File: src/rtl/ldps_pkg.sv
// Shared types and constants for the pair linkage statistics block.
package ldps_pkg;

  localparam int COUNT_BITS    = 16;
  localparam int FRACTION_BITS = 16;
  localparam int FRAC_WIDTH    = FRACTION_BITS + 1;
  localparam int LOD_WIDTH     = 25;
  localparam int LOG_FRAC      = 30;

  localparam int MARG_BITS  = COUNT_BITS + 1;
  localparam int TOTAL_BITS = COUNT_BITS + 2;
  localparam int EXP_BITS   = $clog2(TOTAL_BITS);
  localparam int LOG_BITS   = LOG_FRAC + EXP_BITS;
  localparam int SHIFT_BITS = $clog2(LOG_FRAC + 1);

  localparam int PROD_BITS = 2 * COUNT_BITS;
  localparam int MIN_BITS  = 2 * MARG_BITS;
  localparam int SQ_BITS   = 4 * COUNT_BITS;
  localparam int DEN_BITS  = 4 * MARG_BITS;

  localparam int TERM_BITS = COUNT_BITS + LOG_BITS + 1;
  localparam int SUM_BITS  = COUNT_BITS + LOG_BITS + 3;
  localparam int LOD_SPLIT = SUM_BITS / 2;
  localparam int LOD_SHIFT = 54;
  localparam int LOD_RAW_BITS  = SUM_BITS + 32;
  localparam int LOD_PROD_BITS = (LOD_RAW_BITS > LOD_SHIFT + LOD_WIDTH) ?
                                 LOD_RAW_BITS : LOD_SHIFT + LOD_WIDTH + 1;
  localparam logic [31:0] LOG10_2_Q32 = 32'h4D104D42;

  localparam int QUEUE_DEPTH = 4;

  typedef struct packed {
    logic [COUNT_BITS-1:0] count_a1b1;
    logic [COUNT_BITS-1:0] count_a1b2;
    logic [COUNT_BITS-1:0] count_a2b1;
    logic [COUNT_BITS-1:0] count_a2b2;
  } in_item_t;

  typedef struct packed {
    logic [FRAC_WIDTH-1:0] dprime_frac;
    logic [FRAC_WIDTH-1:0] rsquared_frac;
    logic [LOD_WIDTH-1:0]  lod_score;
    logic                  empty_input;
  } out_item_t;

  typedef struct packed {
    in_item_t              cnt;
    logic [MARG_BITS-1:0]  n_a1;
    logic [MARG_BITS-1:0]  n_a2;
    logic [MARG_BITS-1:0]  n_b1;
    logic [MARG_BITS-1:0]  n_b2;
    logic [TOTAL_BITS-1:0] n_all;
    logic                  empty;
  } work_t;

endpackage

File: src/rtl/ldps_front.sv
// Front end: takes input items, forms the marginals and flags empty items.
module ldps_front (
  input  logic              clk,
  input  logic              rst_n,
  input  logic              in_valid,
  output logic              in_stall,
  input  ldps_pkg::in_item_t in_item,
  output logic              push,
  output ldps_pkg::work_t   push_item,
  input  logic              q_full
);

  logic            hold_valid_r, hold_valid_nxt;
  ldps_pkg::work_t hold_r, work;
  logic            accept;

  always_comb begin
    work.cnt   = in_item;
    work.n_a1  = {1'b0, in_item.count_a1b1} + {1'b0, in_item.count_a1b2};
    work.n_a2  = {1'b0, in_item.count_a2b1} + {1'b0, in_item.count_a2b2};
    work.n_b1  = {1'b0, in_item.count_a1b1} + {1'b0, in_item.count_a2b1};
    work.n_b2  = {1'b0, in_item.count_a1b2} + {1'b0, in_item.count_a2b2};
    work.n_all = {1'b0, work.n_a1} + {1'b0, work.n_a2};
    work.empty = (work.n_all == '0);
  end

  assign push      = hold_valid_r && !q_full;
  assign in_stall  = hold_valid_r && q_full;
  assign accept    = in_valid && !in_stall;
  assign push_item = hold_r;

  always_comb begin
    hold_valid_nxt = hold_valid_r;
    if (accept) begin
      hold_valid_nxt = 1'b1;
    end else if (push) begin
      hold_valid_nxt = 1'b0;
    end
  end

  always_ff @(posedge clk) begin
    if (!rst_n) begin
      hold_valid_r <= 1'b0;
    end else begin
      hold_valid_r <= hold_valid_nxt;
    end
  end

  always_ff @(posedge clk) begin
    if (accept) begin
      hold_r <= work;
    end
  end

endmodule

File: config.mk
export PLATFORM = sky130hd
export DESIGN_NAME = ldps_front
export DESIGN_NICKNAME = d
export VERILOG_FILES = /design/src/rtl/ldps_pkg.sv /design/src/rtl/ldps_front.sv
export SDC_FILE = /design/constraint.sdc
export NUM_CORES = 1
export LEC_CHECK = 0
export BUFFER_PORTS_ARGS = -buffer_cell sky130_fd_sc_hd__buf_2
export CAP_MARGIN = 0
export CORE_MARGIN = 2
export CORE_UTILIZATION = 35
export CTS_CLUSTER_DIAMETER = 30
export DETAILED_ROUTE_END_ITERATION = 8
export PLACE_DENSITY_LB_ADDON = 0.1
export SYNTH_ARGS = -nofsm -noshare
export SYNTH_HDL_FRONTEND = slang
export SYNTH_SLANG_ARGS = --single-unit
export TNS_END_PERCENT = 10
File: constraint.sdc
create_clock -name clk -period 9.8 [get_ports clk]
set_clock_uncertainty 0.15 [all_clocks]
set_input_delay 1.96 -clock clk [delete_from_list [all_inputs] [get_ports clk]]
set_output_delay 1.96 -clock clk [all_outputs]
set_load 0.01 [all_outputs]
# After elaboration in Yosys (flattened, before gate mapping)
# Index checks and enable logic that the tools add are counted.
# word_totals
output_inout_bits	153
inputBits	68
elab_cells	25
register_bits	152
# op_classes
reduce_logical	7
n_addsub	5
n_mux	2
# ops
cell	count
adder 16 x 16 -> 17 bit	4
adder 17 x 17 -> 18 bit	1
logical NOT 18 bit	1
logical AND 1 bit	3
logical NOT 1 bit	2
2-to-1 mux 1 bit	2
nonzero test 2 bit	1

# Logic depth before layout (Yosys ltp)
# depth
depth_word	4
depth_mapped	21
depth_no_buf	21

# Worst setup path before layout
# OpenSTA, ideal clock, no wires.
# synth_timing
kind	input to register
start	input q_full
end	register hold_r (netlist bit push_item[0]), enable pin
n_path_buf	0
arrival_ns	8.825
path_stages	2
setup_slack_ns	0.145
setup_ns	0.680
required_time_ns	8.970
path_cell_list	and2_1 > nor2b_1
# synth_between
elab_chain_cells	3
# synth_lines
element	line_no	source
start, declared	ldps_front.sv:10	input logic q_full
logical AND 1 bit	ldps_front.sv:28	assign in_stall = hold_valid_r && q_full;
logical NOT 1 bit	ldps_front.sv:29	assign accept = in_valid && !in_stall;
logical AND 1 bit	ldps_front.sv:29	
via accept	ldps_front.sv:15	logic accept;
end signal, assigned	ldps_front.sv:51	hold_r <= work;
end, declared	ldps_front.sv:14	ldps_pkg::work_t hold_r, work;
# The timed path passes the listed nets, and every way through them passes these cells.
# A chain may end at the register's enable or synchronous reset.

==> flow_metrics.py <==
metrics = {
    "timing": {
        "setup_viol": 0,
        "hold_viol_final": 0,
        "fmax_mhz": 157,
        "slew_viol_final": 0,
        "finalCriticalPeriod_ns": 6.38,
        "relSlewSlack_pct": 31.9,
        "worstMarginPinSlew_ns": 1.02,
        "setup_slack_ns": 3.42,
        "grt_setup_unrepaired": "false",
        "fin_crit_sh_pct": 65.1,
        "setup_tns_ns": 0,
    },
    "clock_tree": {
        "cts_tree": "yes",
        "cts-resized-gates": 0,
        "clk_pin_slew_worst_paths_ns": 0.07,
        "cts_setup_buffers": 0,
        "cts_buffers": 17,
        "htreeDepth": 4,
        "cts_buffer_depth": 2,
        "cts_root_buf": "clkbuf_16",
        "clk_latency_ns": 0.42,
        "clock_sinks": 152,
        "hold_buffers": 0,
    },
    "synth": {
        "syn_nets": 796,
        "synth-edff-count": 151,
        "synth_top_area_cell": "edfxtp_1",
        "netlist_area_um2": 8150,
        "synth_warnings": 0,
        "yosysUniqueCellTypes": 67,
        "yosys_register_bits": 152,
        "synthCells": 644,
        "synth_top_area_share_pct": 55.6,
        "ys_seq_area_share_pct": 55.9,
        "synthTopCellsByArea": "edfxtp_1 56%, ha_1 12%, xnor2_1 4.8%",
        "async_reset_ff_share_pct": 0,
        "avgSynthCellArea_um2": 12.7,
        "ys.flop_type": "edfxtp_1",
    },
    "placed_design": {
        "dpl.cell_count": 1175,
        "dpl.hpwl_mm": 15.9,
        "gp_congestion": 0.837,
        "post-place-ws_ns": 3.08,
        "io_buffers": 220,
        "dpl_cell_area_um2": 9640,
    },
    "power_and_ir_drop": {
        "p_leak_nw": 4.29,
        "p_per_area_nw_per_um2": 208,
        "p_total_mw": 2.13,
        "peakVddDrop_mv": 0.104,
    },
    "detailed_routing": {
        "routed_wl_mm": 20.3,
        "via_count": 5834,
        "drc": 0,
        "drt_iter0_drc": 259,
        "wl_per_cell_um": 16.8,
        "viasPerCell": 4.83,
        "drt_pass1_iterations": 4,
        "ant_nets": 0,
    },
    "finish": {
        "n_antenna_cell": 0,
        "area.sequential_um2": 4550,
        "layout.cells.non_filler": 1207,
        "final.fill_count": 2165,
        "area_growth_syn_to_layout_pct": 25.8,
        "drive_gt1_share_pct": 30.6,
        "multiInputGateArea_um2": 3430,
        "fin_nets": 1033,
        "postLayoutCellArea_um2": 10300,
    },
    "critical_path": {
        "crit_path_cell_trace": "buf_2 -> ha_1 -> inv_1 -> fa_1 -> nor2b_1 -> o21a_1 -> nor2_1 -> xnor2_1 -> ha_1 -> nand3_1 -> o211ai_1 -> o41ai_1 -> o21ai_0 -> maj3_2 -> maj3_2 -> nor2_1 -> nor2_1 -> or4_1 -> a2111oi_0 -> nor3b_2",
        "r2r_cells": 3,
        "worst_path_largest_cell_delay_ns": 0.52,
        "end_kind": "flip-flop",
        "cp_slowest_cell": "or4_1",
        "crit_fanout": 5,
        "arrival_ns": 6.49,
        "path_class": "in -> reg",
        "cp-start-kind": "primary input",
        "critPathMostFrequentCell": "nor2_1",
        "crit_required_ns": 9.92,
    },
    "floorplan": {
        "die_area_um2": 24500,
        "rows": 55,
        "fp.dieH_um": 157,
        "die_w_um": 157,
        "design.portCount": 221,
        "core_um2": 22800,
        "start_util_pct": 35.8,
    },
    "global_route": {
        "grt_max_degree": 81,
        "grt_overflow": 0,
        "antenna_found_initial": 0,
        "grt_pass1_vias": 5816,
        "grt_usage_pct": 16.7,
        "grt_pass1_wl_mm": 31.0,
    },
    "run_status": {
        "status": "complete, no violations",
    },
    "min_path": {
        "hold_depth": 2,
        "hp-class": "reg -> reg",
    },
    "job": {
        "maxCapViolations": 0,
    },
}
## synthesized netlist by cell type, types with 5 or more instances
cell	n
edfxtp_1	151
ha_1	79
nor2_1	56
xnor2_1	45
a21oi_1	39
inv_1	38
o21ai_0	34
nand2_1	27
nand3_1	14
nor3_1	13
xor2_1	11
a21boi_0	10
a21o_1	10
nand2b_1	10
nor2b_1	10
o21a_1	10
a211oi_1	5
fa_1	5
nand4_1	5
## cell families (layout without fill, tap and decap cells)
kind of cell,count (synthesis),count (layout),share of synthesized area (%)
XOR/XNOR,56,56,6.02
AO/OA/AOI/OAI,151,151,12.8
AND/OR/NAND/NOR,155,155,9.32
adder cells (fa/ha/maj),86,86,13.6
flip-flops,152,152,55.9
buffers and inverters,42,292,2.07
multiplexers,2,2,0.246
## report_power, final
part	internal (mW)	total, mW	leakage, nW	switching, mW
Sequential	0.830	0.849	1.47	0.0187
Combinational	0.234	0.583	2.53	0.350
Clock	0.407	0.697	0.295	0.290
## routing by layer
| metal | track usage, % | up-vias | wire, um |
|---|---|---|---|
| li1 | - | 2905 | - |
| met2 | 28.2 | 170 | 9840 |
| met3 | 3.74 | 17 | 964 |
| met5 | 0 | - | 0 |
| met1 | 21.8 | 2742 | 9250 |
| met4 | 4.24 | 0 | 234 |
## worst max-delay path, delay by kind of cell
family | cells | cell delay, ns
and+or+nand+nor | 7 | 1.20
xor gates and xnor gates | 1 | 0.23
buffers and inverters | 2 | 0.18
AOI/OAI and AO/OA | 5 | 1.29
adders and majority gates | 5 | 1.63
## cell usage in the layout (no fill, tap or decap), drive strengths merged, types with 3 or more instances in the layout
master	instances
nor3	13
a211o	3
nor3b	3
o41ai	3
o2111ai	3
fa	5
ha	79
nand4	5
inv	44
a21o	11
a211oi	7
nand2	27
nand3	14
o211a	3
o21ai	36
bufinv	3
a21oi	40
edfxtp	151
and2	3
clkinv	4
nor2	56
o31a	4
o21a	10
clkbuf	17
a21boi	10
or4	3
xor2	11
xnor2	45
nand2b	10
a31oi	3
o21bai	4
nor2b	10
buf	222
## state kept, by name, summed over array words and instances, names as in the netlist
signal and cells:
push_item 151, hold_valid_r 1
## worst paths after layout
path / from / endpoint / slack [ns]
worst min register to register: hold_valid_r / hold_valid_r / 0.53
worst max-delay path: in_item[0] / push_item[0] / 3.42
worst max register to register: hold_valid_r / push_item[12] / 7.51
worst min-delay path: hold_valid_r / hold_valid_r / 0.53
## layout make-up
class	count	share of cell area, %
clock buffers	17	4.15
clock inverters	15	1.85
inverters	38	1.39
multi-input cells	450	33.5
flip-flops and latches	152	44.4
well taps	313	3.82
repair buffers	222	10.9
## metrics by stage
| step | utilization, % | hold slack, ns |
|---|---|---|
| 3_5_place_dp | 42.3 | 0.508 |
| 6_report | 45.0 | 0.528 |
| 4_1_cts | 45.0 | 0.533 |
| 5_1_grt | 45.0 | 0.584 |
| 3_3_place_gp | 42.3 | 0.484 |
| 2_1_floorplan | - | 0.481 |
Power figures use the tool's default switching activity.
