<file path="src/rtl/ldps_pkg.sv">
// Shared types and constants for the pair linkage statistics block.
package ldps_pkg;

  localparam int COUNT_BITS    = 16;
  localparam int FRACTION_BITS = 16;
  localparam int FRAC_WIDTH    = FRACTION_BITS + 1;
  localparam int LOD_WIDTH     = 25;
  localparam int LOG_FRAC      = 30;

  localparam int MARG_BITS  = COUNT_BITS + 1;
  localparam int TOTAL_BITS = COUNT_BITS + 2;
  localparam int EXP_BITS   = $clog2(TOTAL_BITS);
  localparam int LOG_BITS   = LOG_FRAC + EXP_BITS;
  localparam int SHIFT_BITS = $clog2(LOG_FRAC + 1);

  localparam int PROD_BITS = 2 * COUNT_BITS;
  localparam int MIN_BITS  = 2 * MARG_BITS;
  localparam int SQ_BITS   = 4 * COUNT_BITS;
  localparam int DEN_BITS  = 4 * MARG_BITS;

  localparam int TERM_BITS = COUNT_BITS + LOG_BITS + 1;
  localparam int SUM_BITS  = COUNT_BITS + LOG_BITS + 3;
  localparam int LOD_SPLIT = SUM_BITS / 2;
  localparam int LOD_SHIFT = 54;
  localparam int LOD_RAW_BITS  = SUM_BITS + 32;
  localparam int LOD_PROD_BITS = (LOD_RAW_BITS > LOD_SHIFT + LOD_WIDTH) ?
                                 LOD_RAW_BITS : LOD_SHIFT + LOD_WIDTH + 1;
  localparam logic [31:0] LOG10_2_Q32 = 32'h4D104D42;

  localparam int QUEUE_DEPTH = 4;

  typedef struct packed {
    logic [COUNT_BITS-1:0] count_a1b1;
    logic [COUNT_BITS-1:0] count_a1b2;
    logic [COUNT_BITS-1:0] count_a2b1;
    logic [COUNT_BITS-1:0] count_a2b2;
  } in_item_t;

  typedef struct packed {
    logic [FRAC_WIDTH-1:0] dprime_frac;
    logic [FRAC_WIDTH-1:0] rsquared_frac;
    logic [LOD_WIDTH-1:0]  lod_score;
    logic                  empty_input;
  } out_item_t;

  typedef struct packed {
    in_item_t              cnt;
    logic [MARG_BITS-1:0]  n_a1;
    logic [MARG_BITS-1:0]  n_a2;
    logic [MARG_BITS-1:0]  n_b1;
    logic [MARG_BITS-1:0]  n_b2;
    logic [TOTAL_BITS-1:0] n_all;
    logic                  empty;
  } work_t;

endpackage

</file>
<file path="src/rtl/ldps_queue.sv">
// Short queue of classified items between the front end and the back end.
module ldps_queue (
  input  logic            clk,
  input  logic            rst_n,
  input  logic            push,
  input  ldps_pkg::work_t push_item,
  output logic            full,
  input  logic            pop,
  output ldps_pkg::work_t pop_item,
  output logic            empty
);

  localparam int DEPTH    = ldps_pkg::QUEUE_DEPTH;
  localparam int PTR_BITS = $clog2(DEPTH);
  localparam int CNT_BITS = $clog2(DEPTH + 1);

  ldps_pkg::work_t      slot_r [DEPTH];
  logic [PTR_BITS-1:0]  wr_ptr_r, wr_ptr_nxt, rd_ptr_r, rd_ptr_nxt;
  logic [CNT_BITS-1:0]  count_r, count_nxt;

  assign full     = (count_r == CNT_BITS'(DEPTH));
  assign empty    = (count_r == '0);
  assign pop_item = slot_r[rd_ptr_r];

  always_comb begin
    wr_ptr_nxt = wr_ptr_r;
    rd_ptr_nxt = rd_ptr_r;
    count_nxt  = count_r;
    if (push) begin
      wr_ptr_nxt = (wr_ptr_r == PTR_BITS'(DEPTH - 1)) ? '0 : wr_ptr_r + 1'b1;
    end
    if (pop) begin
      rd_ptr_nxt = (rd_ptr_r == PTR_BITS'(DEPTH - 1)) ? '0 : rd_ptr_r + 1'b1;
    end
    if (push && !pop) begin
      count_nxt = count_r + 1'b1;
    end else if (pop && !push) begin
      count_nxt = count_r - 1'b1;
    end
  end

  always_ff @(posedge clk) begin
    if (!rst_n) begin
      wr_ptr_r <= '0;
      rd_ptr_r <= '0;
      count_r  <= '0;
    end else begin
      wr_ptr_r <= wr_ptr_nxt;
      rd_ptr_r <= rd_ptr_nxt;
      count_r  <= count_nxt;
    end
  end

  always_ff @(posedge clk) begin
    if (push) begin
      slot_r[wr_ptr_r] <= push_item;
    end
  end

endmodule

</file>
<file path="config.mk">
export PLATFORM = sky130hd
export DESIGN_NAME = ldps_queue
export DESIGN_NICKNAME = d
export VERILOG_FILES = /design/src/rtl/ldps_pkg.sv /design/src/rtl/ldps_queue.sv
export SDC_FILE = /design/constraint.sdc
export NUM_CORES = 1
export LEC_CHECK = 0
export ABC_CLOCK_PERIOD_IN_PS = 4550
export BUFFER_PORTS_ARGS = -buffer_cell sky130_fd_sc_hd__buf_4
export CAP_MARGIN = 20
export CORE_AREA = 2 2 236 238
export DETAILED_ROUTE_END_ITERATION = 6
export DIE_AREA = 0 0 238 240
export HOLD_SLACK_MARGIN = 0.02
export PLACE_DENSITY = 0.73
export RECOVER_POWER = 25
export SLEW_MARGIN = 20
export SYNTH_ARGS = -nofsm -noshare
export SYNTH_HDL_FRONTEND = slang
export SYNTH_SLANG_ARGS = --single-unit
export TNS_END_PERCENT = 30
</file>
<file path="constraint.sdc">
create_clock -name clk -period 4.55 [get_ports clk]
set_clock_uncertainty 0.05 [all_clocks]
set_input_delay 0.455 -clock clk [delete_from_list [all_inputs] [get_ports clk]]
set_output_delay 0.455 -clock clk [all_outputs]
set_load 0.05 [all_outputs]
</file>
=== After elaboration in Yosys (flattened, before gate mapping) ===
Memory sizes are Yosys's and may differ from the RTL's. A register that Yosys moved wholly into a read port is not among the register bits.
Index checks and enable logic that the tools add are counted.

* Bits in registers: 7
* Bits in writable memories: 604
* Input port bits: 155
* Memories: 1

* $add $sub $neg: 4
* Eq/ne operators: 3
* Multiplexer cells: 8
* Reductions and logical operators: 6

{| class="wikitable"
|+ Memory list
! name !! words !! width !! read ports !! clocked after memory_dff !! write ports !! RTL line !! source
|-
| slot_r || 4 || 151 || 1 || 1 || 1 || ldps_queue.sv:17 || <nowiki>ldps_pkg::work_t slot_r [DEPTH];</nowiki>
|}

{| class="wikitable"
|+ Operators by type and width
! cell !! number
|-
| $mux 2 || 4
|-
| $mux 3 || 2
|-
| $add 2x1->2 const B || 2
|-
| $eq 2x2->1 const B || 2
|-
| $add 3x1->3 const B || 1
|-
| $eq 3x3->1 const B || 1
|-
| $logic_not 3->1 || 1
|-
| $sub 3x1->3 const B || 1
|-
| $logic_and 1x1->1 || 2
|-
| $logic_not 1->1 || 2
|-
| $mux 1 || 2
|-
| $reduce_bool 2->1 || 1
|}

=== Longest topological paths before layout ===
Gate-level depths: netlist (run 1).

* Depth after elaboration: 4
* Mapped depth: 7
* Gate-level depth less buffers: 7

=== Worst setup path after synthesis (run 1) ===
OpenSTA, ideal clock, no wires.

* Path type: register -> register
* Start: reg wr_ptr_r[0]
* End: mem slot_r[0][0] in the netlist's numbering (enable)
* Arrival time: 3.994 ns
* Setup slack: -0.023 ns
* Stages on the path, launching flop included: 4
* Buffers on the path: 0
* Clock period less this slack: 4.573 ns
* Cell sequence: dfxtp_1 inv_1 ha_1 and2_1

{| class="wikitable"
|+ RTL lines
! item !! RTL line !! source
|-
| start, declared || ldps_queue.sv:18 || <nowiki>logic [PTR_BITS-1:0] wr_ptr_r, wr_ptr_nxt, rd_ptr_r, rd_ptr_nxt;</nowiki>
|-
| start signal, assigned || ldps_queue.sv:48 || <nowiki>wr_ptr_r <= wr_ptr_nxt;</nowiki>
|-
| end, declared || ldps_queue.sv:17 ||
|}

No word-level cell before the write port.

==> impl_metrics.toml, run 1 <==
[timing]
max_slew_margin = 0.375
rsz0062_at_grt = "false"
final_hold_viol_count = 0
timing.final.ws_setup_ns = 1.26
final_max_slew_viol_count = 0
fmax_mhz = 304
period_needed_ns = 3.29
tightest_slew_ns = 0.937
setup_viol = 0
fin_crit_sh = 0.722

[global_route]
antenna_found_initial = 3
grt_pass1_vias = 11700
grt_overflow = 0
grt_max_degree = 85
grt_pass1_wl_um = 67200
track_usage = 0.157

[critical_path]
cp_common_cell = "buf_4"
crit_slowest_cell = "dfxtp_4"
reg2regPathDepth = 3
start_kind = "register"
crit_chain = "buf_4 > mux4_2 > buf_4"
critPathKind = "register to primary output"
cp.required_ns = 4.05
worstPathArrival_ns = 2.78
worst_path_largest_cell_delay_ns = 0.96
cp-end-kind = "primary output"
cp_max_fo = 40

[clock_tree]
path_clk_slew_ns = 0.06
cts_htree_levels = 3
cts_tree = "done"
clockBufferDepth = 3
cts-root-buf = "clkbuf_16"
insertion_delay_ns = 0.57
cts_buffers = 66
cts_sinks = 613

[power]
powerDensity_nw_per_um2 = 467
leakage_nw = 9.48
peakVddDrop_uv = 343

[die]
die_h_um = 240
die-width_um = 238
num_rows = 86
start_util = 0.407
core_um2 = 54700
die-area_um2 = 57100
io_pins = 308

[run]
cap_violations = 0

[min_path]
holdPathStages = 2
min_path_type = "primary input to register"

[yosys]
synth.distinct_cells = 21
synth_area_um2 = 22200
synth-warning-count = 0
synth-seq-cells = 613
avgSynthCellArea_um2 = 26.7
ys_seq_area_frac = 0.824
syn_inst = 833
synth_nets = 995

[layout]
multi_input_area_um2 = 3670
instances_no_fill = 2099
layout-drive-gt1-share = 0.345
layout.nets = 1506
seq_area_um2 = 18300
fillers = 4204
area_growth_pct = 29.1

[place]
routabilityCongestion = 0.692
dp_hpwl_um = 25000
pre_cts_ws_ns = 1.76
dp.cells = 1829
port_buffers = 307

[detailed_routing]
routed_via_density = 5.04
drt-wirelength-per-cell_um = 21.1
drt_first_pass_iters = 4
ant_nets = 0
route.detailed.drc = 0
routed_wirelength_um = 44300
drt_iter0_markers = 623
vias = 10600

[outcome]
status = "finished, final reports clean"
## through the flow
step	instance area, um^2	util	hold WS [ns]	total power, mW	TNS [ns]
floorplan	22200	-	0.422	7.83	-4.03
global placement	25500	0.466	0.435	8.40	0
detailed placement	25500	0.466	0.447	8.44	0
CTS	29000	0.531	0.0423	13.6	0
global route	28700	0.525	0.0632	13.9	0
finish	28700	0.525	0.100	13.4	0
## registers in the layout, summed over array words and instances (netlist names), named ones only
| name | cells |
|---|---|
| slot_r | 604 |
| count_r | 3 |
| rd_ptr_r | 2 |
| wr_ptr_r | 2 |
## layout by cell type, fill, tap and decap left out, types with 2 or more instances in the layout
| master | instances |
|---|---|
| mux2i_1 | 4 |
| clkinvlp_4 | 3 |
| diode_2 | 2 |
| clkinv_4 | 3 |
| mux4_2 | 151 |
| buf_4 | 225 |
| edfxtp_1 | 604 |
| clkinv_2 | 5 |
| bufinv_16 | 3 |
| and2_4 | 4 |
| dfxtp_1 | 7 |
| ha_1 | 6 |
| clkbuf_1 | 105 |
| inv_6 | 6 |
| clkinv_1 | 14 |
| dlygate4sd3_1 | 151 |
| dfxtp_4 | 2 |
| nor2b_1 | 5 |
| nor3_1 | 2 |
| inv_1 | 4 |
| clkbuf_16 | 69 |
| buf_12 | 10 |
## layer usage
metal / wire length (um) / track usage
met1: 17600 / 0.189
met2: 22800 / 0.269
met3: 2970 / 0.0504
met4: 1020 / 0.0487
met5: 13 / 0
## cells in the mapped netlist
master,instances,area [um^2]
edfxtp_1,604,18100
mux4_2,151,3400
buf_2,17,85.1
buf_6,11,124
dfxtp_1,9,180
clkbuf_1,6,22.5
ha_1,6,75.1
and2_1,5,31.3
nor2b_1,5,31.3
inv_1,4,15.0
mux2i_1,4,40.0
nor3_1,2,10.0
a21boi_0,1,7.51
fa_1,1,20.0
nor2_1,1,3.75
nor3b_1,1,7.51
o21a_1,1,7.51
o21ai_0,1,5.00
or3_1,1,6.26
xnor2_1,1,8.76
xor2_1,1,8.76
## power by group
group          switching, mW  internal (mW)  total [mW]
clock                   2.07           2.95        5.02
sequential            0.0780           6.48        6.55
combinational           1.16          0.663        1.82
## logic make-up after synthesis
kind of cell,after synthesis,share of synthesized area
AO/OA/AOI/OAI,3,0.000901
XOR/XNOR,2,0.000788
adder cells (fa/ha/maj),7,0.00428
buffers and inverters,38,0.0111
flip-flops,613,0.824
multiplexers,155,0.155
AND/OR/NAND/NOR,15,0.00405
## layout make-up
| class | count | area share |
|---|---|---|
| sequential | 613 | 0.639 |
| timing repair buffer | 477 | 0.130 |
| multi-input combinational | 182 | 0.128 |
| clock buffer | 83 | 0.0620 |
| tap | 704 | 0.0307 |
| clock inverter | 34 | 0.00938 |
| inverter | 4 | 0.000523 |
| antenna | 2 | 0.000174 |
## path summary, 6_finish.rpt
| path | start | endpoint | slack, ns |
|---|---|---|---|
| min reg2reg | count_r[2]$_SDFFE_PN0P_ | count_r[2]$_SDFFE_PN0P_ | 0.46 |
| max reg2reg | wr_ptr_r[0]$_SDFFE_PN0P_ | slot_r[1][147]$_DFFE_PP_ | 2.33 |
| max | register | pop_item[61] | 1.26 |
| min | rst_n | wr_ptr_r[1]$_SDFFE_PN0P_ | 0.10 |
## repair_timing
| item | CTS | global route |
|---|---|---|
| hold endpoints to repair | 602 | 0 |
| gates resized for setup | 0 | 0 |
| hold buffers | 151 | 0 |
| buffers inserted | 0 | 0 |
## critical path: cells and delay by family, from the launching register on
family	cells	cell delay [ns]
buffers and inverters	2	0.64
muxes	1	0.56
DFF	1	0.96
No activity file was read; power rests on OpenSTA's default activity.
==> inputs of run 2 (changes only) <==
Settings changed: ABC_AREA set to 1, ABC_CLOCK_PERIOD_IN_PS 4550 to 2750, CORE_AREA 2 2 236 238 to 2 2 239 241, DIE_AREA 0 0 238 240 to 0 0 241 243.
Clock period 4.55 ns to 2.75 ns, I/O delays scaled along.
==> impl_metrics.toml, run 2 <==
[power]
powerDensity_nw_per_um2 = 758
leakage_nw = 9.92
peakVddDrop_uv = 589

[clock_tree]
insertion_delay_ns = 0.60
cts-root-buf = "clkbuf_16"
path_clk_slew_ns = 0.06
cts_htree_levels = 2
cts_sinks = 613
cts_buffers = 60
cts_tree = "done"
clockBufferDepth = 3

[die]
num_rows = 87
start_util = 0.406
io_pins = 308
core_um2 = 56000
die_h_um = 243
die-area_um2 = 58600
die-width_um = 241

[timing]
final_hold_viol_count = 0
final_max_slew_viol_count = 0
fin_crit_sh = 0.948
fmax_mhz = 384
max_slew_margin = 0.565
rsz0062_at_grt = "false"
fin_tns_setup_ns = 0
timing.final.ws_setup_ns = 0.143
setup_viol = 0
period_needed_ns = 2.61
tightest_slew_ns = 0.652

[critical_path]
cp-end-kind = "primary output"
cp.required_ns = 2.42
critPathKind = "register to primary output"
start_kind = "register"
worstPathArrival_ns = 2.28
cp_max_fo = 150

[yosys]
yosysTopAreaCell = "edfxtp_1"
synth-warning-count = 0
syn_inst = 1519
synth.distinct_cells = 21
synth_nets = 1681
synth_edf_count = 604
async_flop_share = 0
ys.flop_type = "edfxtp_1"
ys_seq_area_frac = 0.806
synth_top_area_share = 0.798
avgSynthCellArea_um2 = 15.0
synth_area_um2 = 22700
synth-seq-cells = 613
yosysMostFrequentCell = "edfxtp_1"
synth_common_cells = "edfxtp_1 (604), nor2_1 (310), o21ai_0 (270)"
ys_top_cells_by_area = "edfxtp_1 (80%), o21ai_0 (5.9%), nor2_1 (5.1%)"

[global_route]
grt_overflow = 0
antenna_found_initial = 6
grt_pass1_wl_um = 82100
grt_max_degree = 151
track_usage = 0.180
grt_pass1_vias = 15000

[detailed_routing]
drt_iter0_markers = 939
drt-wirelength-per-cell_um = 19.7
routed_wirelength_um = 54900
routed_via_density = 5.21
dr_wl_met2_um = 27200
dr_wl_met3_um = 4060
route.detailed.drc = 0
met1_length_um = 22500
ant_nets = 0
maxUsedRoutingLayer = "met5"
vias = 14500
drt_first_pass_iters = 5

[layout]
fillers = 4552
mostFrequentLayoutCells = "edfxtp_1 (604), nor2_1 (310), o21ai_0 (270), buf_4 (233), dlygate4sd3_1 (154)"
layout_commonest_cell = "edfxtp_1"
largest_reg_flops = 604
reg_top3 = "slot_r x604, count_r x3"
fin_area_um2 = 29100
area_growth_pct = 28.0
layout-drive-gt1-share = 0.172
regMostFlops = "slot_r"
layout.nets = 2139

[run]
cap_violations = 0

[place]
port_buffers = 307
pre_cts_ws_ns = 0.590
routabilityCongestion = 0.762
dp_hpwl_um = 29000
place_area_um2 = 25900

[min_path]
min_path_type = "primary input to register"

[outcome]
status = "finished, final reports clean"
[run 2: per-layer routing]
metal | vias to the layer above | GRT usage
met5 | - | 0
met4 | 2 | 0.0563
met3 | 83 | 0.0472
met2 | 490 | 0.310
met1 | 7268 | 0.221
li1 | 6674 | -
[run 2: cell families after synthesis]
group	share of synthesized area
flip-flops	0.806
adder cells (fa/ha/maj)	0.00418
AND/OR/NAND/NOR	0.0539
XOR/XNOR	0.000386
buffers and inverters	0.0259
AO/OA/AOI/OAI	0.109
[run 2: final cells by class]
type / instances / area [um^2] / share of cell area
Sequential cell: 613 / 18300 / 0.630
Timing Repair Buffer: 495 / 4010 / 0.138
Multi-Input combinational cell: 791 / 3830 / 0.132
Clock buffer: 74 / 1580 / 0.0542
Tap cell: 756 / 946 / 0.0325
Clock inverter: 37 / 284 / 0.00977
Inverter: 16 / 93.8 / 0.00323
Antenna cell: 6 / 15.0 / 0.000516
[run 2: timing repair]
item | CTS | global route
hold buffers | 154 | 0
cloned | 0 | 1
setup endpoints to repair | 55 | 42
hold endpoints to repair | 613 | 0
setup buffers | 0 | 2
resized for setup | 2 | 2
[run 2: power breakdown]
group | total (mW) | internal (mW) | switching, mW
clock | 7.77 | 4.42 | 3.34
sequential | 10.8 | 10.7 | 0.102
combinational | 3.49 | 1.03 | 2.47
total | 22.0 | 16.1 | 5.91
[run 2: worst paths after layout]
kind	endpoint	slack (ns)	cells after the start	start
max	pop_item[70]	0.14	5	register
min	slot_r[3][3]$_DFFE_PP_	0.38	2	push_item[3]
max reg2reg	slot_r[2][76]$_DFFE_PP_	1.05	5	wr_ptr_r[0]$_SDFFE_PN0P_
min reg2reg	wr_ptr_r[1]$_SDFFE_PN0P_	0.45	2	wr_ptr_r[1]$_SDFFE_PN0P_
[run 2: per-stage QoR]
step	hold slack [ns]	util	cells	power [mW]
2_1_floorplan	0.324	-	1519	13.1
3_3_place_gp	0.421	0.463	2514	14.2
3_5_place_dp	0.428	0.463	2514	14.3
4_1_cts	0.309	0.524	2779	22.3
5_1_grt	0.372	0.520	2787	22.8
6_report	0.380	0.520	2788	22.0
[run 2: critical path, stage by stage (launching register included)]
cell and delay (ns):
dfxtp_4 0.36, inv_4 0.07, buf_16 0.50, o21ai_0 0.19, o22ai_1 0.26, buf_4 0.26
